File: src/mlr_pkg.sv
// Shared types for the midpoint line rasterizer.
// Controller/datapath command and status structs; no dependencies.
`default_nettype none

package mlr_pkg;

  // guard bits on top of the coordinate width for the decision variable
  localparam int unsigned DEC_EXTRA_BITS = 4;

  typedef struct packed {
    logic load;
    logic step;
  } cmd_t;

  typedef struct packed {
    logic last;
  } sts_t;

endpackage

`default_nettype wire

File: src/mlr_if.sv
// Request channel interfaces: line segment in, pixel out.
// Valid/ready handshake; width set by COORD_BITS. No dependencies.
`default_nettype none

interface mlr_seg_if #(
  parameter int unsigned COORD_BITS = 6
);
  logic                  valid;
  logic                  ready;
  logic [COORD_BITS-1:0] x_start;
  logic [COORD_BITS-1:0] y_start;
  logic [COORD_BITS-1:0] x_end;
  logic [COORD_BITS-1:0] y_end;

  modport source (output valid, output x_start, output y_start, output x_end, output y_end,
                  input ready);
  modport sink (input valid, input x_start, input y_start, input x_end, input y_end,
                output ready);
endinterface

interface mlr_pix_if #(
  parameter int unsigned COORD_BITS = 6
);
  logic                  valid;
  logic                  ready;
  logic [COORD_BITS-1:0] pixel_x;
  logic [COORD_BITS-1:0] pixel_y;
  logic                  last_pixel;

  modport source (output valid, output pixel_x, output pixel_y, output last_pixel,
                  input ready);
  modport sink (input valid, input pixel_x, input pixel_y, input last_pixel,
                output ready);
endinterface

`default_nettype wire

File: src/midpoint_line_rasterizer.sv
// Midpoint line rasterizer top level: controller plus datapath.
// Depends on mlr_pkg, mlr_if, mlr_ctrl and mlr_dp.
//
// Usage:
//   seg_i takes one line segment per request (two endpoints, COORD_BITS each).
//   pix_o returns every pixel of that line, in order from the endpoint with
//   the smaller x, one request per pixel; last_pixel marks the final one.
//   A segment yields max(|dx|, |dy|) + 1 pixels, at most 2^COORD_BITS.
// Timing:
//   The first pixel is valid in the cycle after the segment is accepted; each
//   next pixel follows in the cycle after the previous one is accepted, set
//   by the single-step decision update in the datapath. seg_i is ready
//   again the cycle after the last pixel is taken.
// Reset and stall:
//   After reset the block is idle with seg_i.ready high. When the receiver
//   holds pix_o.ready low, the current pixel holds and stepping stops.
`default_nettype none

module midpoint_line_rasterizer #(
  parameter int unsigned COORD_BITS = 6
) (
  input logic       clk_i,
  input logic       rst_ni,
  mlr_seg_if.sink   seg_i,
  mlr_pix_if.source pix_o
);
  import mlr_pkg::*;

  cmd_t cmd;
  sts_t sts;

  mlr_ctrl u_ctrl (
    .clk_i       (clk_i),
    .rst_ni      (rst_ni),
    .in_valid_i  (seg_i.valid),
    .in_ready_o  (seg_i.ready),
    .out_valid_o (pix_o.valid),
    .out_ready_i (pix_o.ready),
    .sts_i       (sts),
    .cmd_o       (cmd)
  );

  mlr_dp #(
    .COORD_BITS (COORD_BITS)
  ) u_dp (
    .clk_i        (clk_i),
    .rst_ni       (rst_ni),
    .cmd_i        (cmd),
    .sts_o        (sts),
    .x_start_i    (seg_i.x_start),
    .y_start_i    (seg_i.y_start),
    .x_end_i      (seg_i.x_end),
    .y_end_i      (seg_i.y_end),
    .pixel_x_o    (pix_o.pixel_x),
    .pixel_y_o    (pix_o.pixel_y),
    .last_pixel_o (pix_o.last_pixel)
  );

endmodule

`default_nettype wire

File: src/mlr_ctrl.sv
// Controller FSM of the line rasterizer: handshakes and datapath commands.
// Depends on mlr_pkg.
`default_nettype none

module mlr_ctrl (
  input  logic          clk_i,
  input  logic          rst_ni,
  input  logic          in_valid_i,
  output logic          in_ready_o,
  output logic          out_valid_o,
  input  logic          out_ready_i,
  input  mlr_pkg::sts_t sts_i,
  output mlr_pkg::cmd_t cmd_o
);
  import mlr_pkg::*;

  typedef enum logic {
    S_IDLE,
    S_EMIT
  } state_e;

  state_e state_q;
  logic   in_ready_q;
  logic   out_valid_q;
  logic   in_acc;
  logic   out_acc;

  assign in_acc      = in_valid_i & in_ready_q;
  assign out_acc     = out_valid_q & out_ready_i;
  assign in_ready_o  = in_ready_q;
  assign out_valid_o = out_valid_q;
  assign cmd_o.load  = in_acc;
  assign cmd_o.step  = out_acc & ~sts_i.last;

  always_ff @(posedge clk_i or negedge rst_ni) begin
    if (!rst_ni) begin
      state_q     <= S_IDLE;
      in_ready_q  <= 1'b1;
      out_valid_q <= 1'b0;
    end else begin
      case (state_q)
        S_IDLE: begin
          if (in_acc) begin
            state_q     <= S_EMIT;
            in_ready_q  <= 1'b0;
            out_valid_q <= 1'b1;
          end
        end
        S_EMIT: begin
          if (out_acc && sts_i.last) begin
            state_q     <= S_IDLE;
            in_ready_q  <= 1'b1;
            out_valid_q <= 1'b0;
          end
        end
        default: begin
          state_q     <= S_IDLE;
          in_ready_q  <= 1'b1;
          out_valid_q <= 1'b0;
        end
      endcase
    end
  end

  a_excl: assert property (@(posedge clk_i) disable iff (!rst_ni)
    !(in_ready_q && out_valid_q))
    else $error("input ready while a pixel is pending");

  a_load_emit: assert property (@(posedge clk_i) disable iff (!rst_ni)
    in_acc |=> out_valid_q)
    else $error("no pixel after segment load");

  a_last_idle: assert property (@(posedge clk_i) disable iff (!rst_ni)
    (out_acc && sts_i.last) |=> (in_ready_q && !out_valid_q))
    else $error("not idle after last pixel");

  a_step_valid: assert property (@(posedge clk_i) disable iff (!rst_ni)
    cmd_o.step |=> out_valid_q)
    else $error("stepped past the last pixel");

endmodule

`default_nettype wire

File: src/mlr_dp.sv
// Datapath of the line rasterizer: endpoint ordering, slope class,
// decision variable and pixel stepping. Depends on mlr_pkg.
`default_nettype none

module mlr_dp #(
  parameter int unsigned COORD_BITS = 6
) (
  input  logic                  clk_i,
  input  logic                  rst_ni,
  input  mlr_pkg::cmd_t         cmd_i,
  output mlr_pkg::sts_t         sts_o,
  input  logic [COORD_BITS-1:0] x_start_i,
  input  logic [COORD_BITS-1:0] y_start_i,
  input  logic [COORD_BITS-1:0] x_end_i,
  input  logic [COORD_BITS-1:0] y_end_i,
  output logic [COORD_BITS-1:0] pixel_x_o,
  output logic [COORD_BITS-1:0] pixel_y_o,
  output logic                  last_pixel_o
);
  import mlr_pkg::*;

  localparam int unsigned DW = COORD_BITS + DEC_EXTRA_BITS;

  typedef enum logic [1:0] {
    CLS_SHALLOW_UP,
    CLS_SHALLOW_DN,
    CLS_STEEP_UP,
    CLS_STEEP_DN
  } cls_e;

  logic                  swap;
  logic [COORD_BITS-1:0] xa, ya, xb, yb;
  logic signed [DW-1:0]  dx_s, dy_s, ady_s, a_s, b_s;
  logic signed [DW-1:0]  d0, dstr0, ddia0;
  cls_e                  cls0;
  logic [COORD_BITS-1:0] cnt0;

  logic [COORD_BITS-1:0] x_q, y_q, cnt_q;
  logic signed [DW-1:0]  d_q, dstr_q, ddia_q;
  cls_e                  cls_q;

  logic                  diag;
  logic [COORD_BITS-1:0] x_d, y_d;
  logic signed [DW-1:0]  d_d;

  always_comb begin
    swap  = x_end_i < x_start_i;
    xa    = swap ? x_end_i   : x_start_i;
    ya    = swap ? y_end_i   : y_start_i;
    xb    = swap ? x_start_i : x_end_i;
    yb    = swap ? y_start_i : y_end_i;
    dx_s  = signed'(DW'(xb)) - signed'(DW'(xa));
    dy_s  = signed'(DW'(yb)) - signed'(DW'(ya));
    ady_s = (dy_s < 0) ? -dy_s : dy_s;
    a_s   = -dy_s;
    b_s   = dx_s;
    cnt0  = (dx_s > ady_s) ? dx_s[COORD_BITS-1:0] : ady_s[COORD_BITS-1:0];
    if (dx_s > ady_s && dy_s >= 0) begin
      cls0  = CLS_SHALLOW_UP;
      d0    = a_s + a_s + b_s;
      dstr0 = a_s + a_s;
      ddia0 = a_s + b_s + a_s + b_s;
    end else if (dx_s > ady_s) begin
      cls0  = CLS_SHALLOW_DN;
      d0    = a_s + a_s - b_s;
      dstr0 = a_s + a_s;
      ddia0 = a_s - b_s + a_s - b_s;
    end else if (dy_s < 0) begin
      cls0  = CLS_STEEP_DN;
      d0    = a_s - b_s - b_s;
      dstr0 = -(b_s + b_s);
      ddia0 = a_s - b_s + a_s - b_s;
    end else begin
      cls0  = CLS_STEEP_UP;
      d0    = a_s + b_s + b_s;
      dstr0 = b_s + b_s;
      ddia0 = a_s + b_s + a_s + b_s;
    end
  end

  always_comb begin
    case (cls_q)
      CLS_SHALLOW_UP: begin
        diag = d_q < 0;
        x_d  = x_q + 1'b1;
        y_d  = y_q + COORD_BITS'(diag);
      end
      CLS_SHALLOW_DN: begin
        diag = d_q > 0;
        x_d  = x_q + 1'b1;
        y_d  = y_q - COORD_BITS'(diag);
      end
      CLS_STEEP_UP: begin
        diag = d_q > 0;
        x_d  = x_q + COORD_BITS'(diag);
        y_d  = y_q + 1'b1;
      end
      CLS_STEEP_DN: begin
        diag = d_q < 0;
        x_d  = x_q + COORD_BITS'(diag);
        y_d  = y_q - 1'b1;
      end
      default: begin
        diag = 1'b0;
        x_d  = x_q;
        y_d  = y_q;
      end
    endcase
    d_d = diag ? d_q + ddia_q : d_q + dstr_q;
  end

  always_ff @(posedge clk_i or negedge rst_ni) begin
    if (!rst_ni) begin
      cnt_q <= '0;
    end else if (cmd_i.load) begin
      cnt_q <= cnt0;
    end else if (cmd_i.step) begin
      cnt_q <= cnt_q - 1'b1;
    end
  end

  always_ff @(posedge clk_i) begin
    if (cmd_i.load) begin
      x_q    <= xa;
      y_q    <= ya;
      d_q    <= d0;
      dstr_q <= dstr0;
      ddia_q <= ddia0;
      cls_q  <= cls0;
    end else if (cmd_i.step) begin
      x_q <= x_d;
      y_q <= y_d;
      d_q <= d_d;
    end
  end

  assign sts_o.last   = (cnt_q == '0);
  assign pixel_x_o    = x_q;
  assign pixel_y_o    = y_q;
  assign last_pixel_o = sts_o.last;

endmodule

`default_nettype wire
File: src/flat_wrapper.sv
// flat-port wrapper written by rule: the top's interface ports become plain ports
module midpoint_line_rasterizer_flat import mlr_pkg::*;
#(
  parameter int unsigned COORD_BITS = 6
)
  (clk_i, rst_ni, seg_i_valid, seg_i_x_start, seg_i_y_start, seg_i_x_end, seg_i_y_end, seg_i_ready, pix_o_valid, pix_o_pixel_x, pix_o_pixel_y, pix_o_last_pixel, pix_o_ready);
  mlr_seg_if #(.COORD_BITS(COORD_BITS)) seg_i_i ();
  mlr_pix_if #(.COORD_BITS(COORD_BITS)) pix_o_i ();
  input logic clk_i;
  input logic rst_ni;
  input wire logic [$bits(seg_i_i.valid)-1:0] seg_i_valid;
  input wire logic [$bits(seg_i_i.x_start)-1:0] seg_i_x_start;
  input wire logic [$bits(seg_i_i.y_start)-1:0] seg_i_y_start;
  input wire logic [$bits(seg_i_i.x_end)-1:0] seg_i_x_end;
  input wire logic [$bits(seg_i_i.y_end)-1:0] seg_i_y_end;
  output wire logic [$bits(seg_i_i.ready)-1:0] seg_i_ready;
  output wire logic [$bits(pix_o_i.valid)-1:0] pix_o_valid;
  output wire logic [$bits(pix_o_i.pixel_x)-1:0] pix_o_pixel_x;
  output wire logic [$bits(pix_o_i.pixel_y)-1:0] pix_o_pixel_y;
  output wire logic [$bits(pix_o_i.last_pixel)-1:0] pix_o_last_pixel;
  input wire logic [$bits(pix_o_i.ready)-1:0] pix_o_ready;
  assign seg_i_i.valid = seg_i_valid;
  assign seg_i_i.x_start = seg_i_x_start;
  assign seg_i_i.y_start = seg_i_y_start;
  assign seg_i_i.x_end = seg_i_x_end;
  assign seg_i_i.y_end = seg_i_y_end;
  assign seg_i_ready = seg_i_i.ready;
  assign pix_o_valid = pix_o_i.valid;
  assign pix_o_pixel_x = pix_o_i.pixel_x;
  assign pix_o_pixel_y = pix_o_i.pixel_y;
  assign pix_o_last_pixel = pix_o_i.last_pixel;
  assign pix_o_i.ready = pix_o_ready;
  midpoint_line_rasterizer #(.COORD_BITS(COORD_BITS)) u_core (.clk_i(clk_i), .rst_ni(rst_ni), .seg_i(seg_i_i), .pix_o(pix_o_i));
endmodule
File: config.mk
export PLATFORM = sky130hd
export DESIGN_NAME = midpoint_line_rasterizer_flat
export DESIGN_NICKNAME = d
export VERILOG_FILES = /design/src/mlr_pkg.sv /design/src/mlr_if.sv /design/src/midpoint_line_rasterizer.sv /design/src/mlr_ctrl.sv /design/src/mlr_dp.sv /design/src/flat_wrapper.sv
export SDC_FILE = /design/constraint.sdc
export NUM_CORES = 1
export LEC_CHECK = 0
export BUFFER_PORTS_ARGS = -buffer_cell sky130_fd_sc_hd__buf_2
export CAP_MARGIN = 20
export CORE_UTILIZATION = 42
export DETAILED_ROUTE_END_ITERATION = 12
export GPL_ROUTABILITY_DRIVEN = 0
export PLACE_DENSITY_LB_ADDON = 0.05
export SLEW_MARGIN = 20
export SYNTH_ARGS = -nofsm -noshare
export SYNTH_HDL_FRONTEND = slang
export SYNTH_SLANG_ARGS = --single-unit
File: constraint.sdc
create_clock -name clk_i -period 11.6 [get_ports clk_i]
set_input_delay 3.48 -clock clk_i [delete_from_list [all_inputs] [get_ports clk_i]]
set_output_delay 3.48 -clock clk_i [all_outputs]
set_load 0.1 [all_outputs]
==> qor.yml <==
finish:
  fin_area_sq_um: 8340
  fin_util: 0.466
  fillCellCount: 1775
  synthToLayoutAreaGrowth_pct: 8.71
  layout_common_cells: "ha_1 (105), nor2_1 (82), inv_1 (80)"
  fin_nets: 1096
  layout_commonest_cell: "ha_1"
  drive_above_1_share: 0.0934
  antenna_cells: 0
floorplanning:
  die_x_um: 137
  rows: 49
  start_util: 0.429
  core-area_sq_um: 17900
  io_pins: 43
  dieArea_sq_um: 18800
  fp.dieH_um: 137
synthesis:
  ys_seq_area_frac: 0.198
  synth.net_count: 1059
  synth_top_flop_cell: "edfxtp_1"
  synth.distinct_cells: 73
  synthArstFlopShare: 0.173
  netlist_instances: 904
  syn_area_sq_um: 7670
  avgSynthCellArea_sq_um: 8.49
  ys_warn_count: 0
  synth-edff-count: 43
  ys_ff_latch: 52
detailed_routing:
  met2_wirelength_mm: 9.63
  wl_met3_mm: 1.08
  wl_met1_mm: 10.7
  vias: 6729
  routed_wl_mm: 21.8
  dr.pass1.iters: 4
  drc: 0
  wire_per_inst_um: 18.6
  dr.max_layer_used: "met5"
  drtAntennaViolNets: 0
  drt_iter0_markers: 394
  vias_per_cell: 5.75
global_routing:
  gr-usage-all-layers: 0.244
  antenna_found_initial: 2
  first_global_vias: 6591
  grt_overflow: 0
  grt_max_degree: 46
  grt_pass1_wl_mm: 34.8
critical_path:
  worstPathRequired_ns: 11.64
  criticalPathCategory: "in -> reg"
  cp.arrival_ns: 11.03
  cp_slowest_cell: "o41ai_1"
  cp_max_fo: 13
  cp-end-kind: "register"
  cpMostUsedCell: "ha_1"
  startpoint_type: "primary input"
  cp_slowest_stage_delay_ns: 0.65
clock_network:
  clock_path_buffers: 2
  htreeDepth: 2
  tritoncts: "done"
  clk_latency_ns: 0.31
  cts-root-buf: "clkbuf_16"
  cts_buffers: 5
  clk_pin_slew_ns: 0.07
  clkSinkCount: 52
timing:
  worst_slew_pin_slew_ns: 0.828
  setup_violations: 0
  finalMaxSlewViolations: 0
  setup_tns_ns: 0
  timing.final.crit_period_ns: 10.98
  finClkSkew_ns: 0.0161
  fin_crit_sh: 0.947
  clock.fmax_mhz: 91.0
  hold_slack_ns: 0.495
  slew_headroom: 0.446
  setup_ws_ns: 0.616
  rsz0062_at_grt: "false"
  report.final.hold_viol_count: 0
job:
  drv_cap: 0
pwr:
  ir_drop_mv: 0.214
  p_leak_nw: 3.78
  powerDensity_nw_per_um2: 289
placed_design:
  portBuffers: 42
  place_area_sq_um: 8160
  place.detailed.hpwl_mm: 17.5
  place_ws_ns: 0.207
min_path:
  min_path_type: "reg -> reg"
run_status:
  status: "completed"
[per-stage QoR]
step	cells	power, mW
CTS	1171	2.39
finish	1171	2.41
floorplan	904	1.73
detailed placement	1163	2.21
global route	1171	2.64
global placement	1163	2.17
[power by group]
part / leakage, nW / total (mW) / internal [mW] / switching (mW)
registers: 0.503 / 0.234 / 0.234 / 0
logic: 3.20 / 2.00 / 0.854 / 1.14
clock network: 0.0814 / 0.177 / 0.102 / 0.0753
total: 3.78 / 2.41 / 1.19 / 1.22
[worst max-delay path: cells and delay by family]
kind / cells / cell delay (ns)
simple gates: 6 / 2.03
fa+ha+maj: 5 / 1.74
buf+inv: 3 / 0.40
mux: 3 / 0.56
xor+xnor: 3 / 0.69
compound gates: 7 / 2.11
[area by class of cell]
class                   instances  area, sq um  share of cell area
multi-input cells             746         5760               0.691
flip-flops and latches         52         1520               0.182
inverters                      83          312              0.0374
repair buffers                 53          293              0.0351
well taps                     229          287              0.0344
clock buffers                   5          125              0.0150
clock inverters                 3         42.5             0.00510
[logic make-up (layout without fill, tap and decap cells)]
group                      Yosys count  after routing  share of synthesized area
AOI/OAI and AO/OA                  236            236                      0.206
and+or+nand+nor                    259            259                      0.164
xor gates and xnor gates            89             89                      0.102
buffers and inverters              106            144                     0.0535
muxes                               31             31                     0.0435
adders and majority gates          131            131                      0.234
DFF                                 52             52                      0.198
[Yosys cell counts (4+ instances only)]
master	number	share of area
a21boi_0	4	0.0039
a21o_1	24	0.023
a21oi_1	58	0.038
a31oi_1	26	0.021
and2_1	13	0.011
and3_1	6	0.0049
buf_2	4	0.0026
clkbuf_1	16	0.0078
dfrtp_1	8	0.026
edfxtp_1	43	0.17
fa_1	22	0.057
ha_1	105	0.17
inv_1	81	0.040
maj3_1	4	0.0052
mux2_2	9	0.013
mux2i_1	21	0.027
nand2_1	64	0.031
nand2b_1	16	0.013
nand3_1	12	0.0078
nand4_1	4	0.0033
nor2_1	82	0.040
nor2b_1	17	0.014
nor3_1	14	0.0091
nor4_1	6	0.0049
o211ai_1	5	0.0049
o21a_1	10	0.0098
o21ai_0	36	0.023
o21bai_1	13	0.013
o22ai_1	5	0.0041
o311a_1	5	0.0065
o31ai_1	9	0.0088
or3_1	8	0.0065
xnor2_1	54	0.062
xor2_1	35	0.040
[per-layer routing]
metal	vias up	GRT usage
met3	23	0.0307
met5	-	0
met1	3230	0.348
met2	175	0.385
li1	3299	-
met4	2	0.0629
[flip-flops by register name, summed over array words and instances (netlist names)]
register and cells:
u_core.u_dp.pixel_x_o 6, u_core.u_dp.pixel_y_o 6, u_core.u_dp.d_q 10, u_core.u_ctrl.in_ready_o 1
u_core.u_ctrl.out_valid_o 1, u_core.u_dp.ddia_q 10, u_core.u_ctrl.state_q 1, u_core.u_dp.cls_q 2
u_core.u_dp.cnt_q 6, u_core.u_dp.dstr_q 9
[final timing paths]
path | from | end | slack [ns] | depth (start not counted)
worst max-delay path | seg_i_x_start[3] | u_core.u_dp.d_q[9]$_DFFE_PP_ | 0.62 | 27
worst min-delay path | u_core.u_ctrl.state_q$_DFF_PN0_ | u_core.u_ctrl.out_valid_o$_DFFE_PN0P_ | 0.50 | 1
worst max register to register | u_core.u_dp.d_q[5]$_DFFE_PP_ | u_core.u_dp.d_q[9]$_DFFE_PP_ | 7.50 | 15
worst min register to register | u_core.u_ctrl.state_q$_DFF_PN0_ | u_core.u_ctrl.out_valid_o$_DFFE_PN0P_ | 0.50 | 1
max in group asynchronous | rst_ni | u_core.u_ctrl.in_ready_o$_DFFE_PN1P_ | 8.33 | 1
min in group asynchronous | rst_ni | u_core.u_dp.cnt_q[0]$_DFFE_PN0P_ | 3.01 | 1
[repair_timing]
action	4_1_cts	5_1_grt
gates resized for setup	0	2
setup buffers	0	0
hold buffers	0	0
endpoints found under the setup margin	0	1
hold endpoints to repair	0	0
No activity file was read; power rests on OpenSTA's default activity.
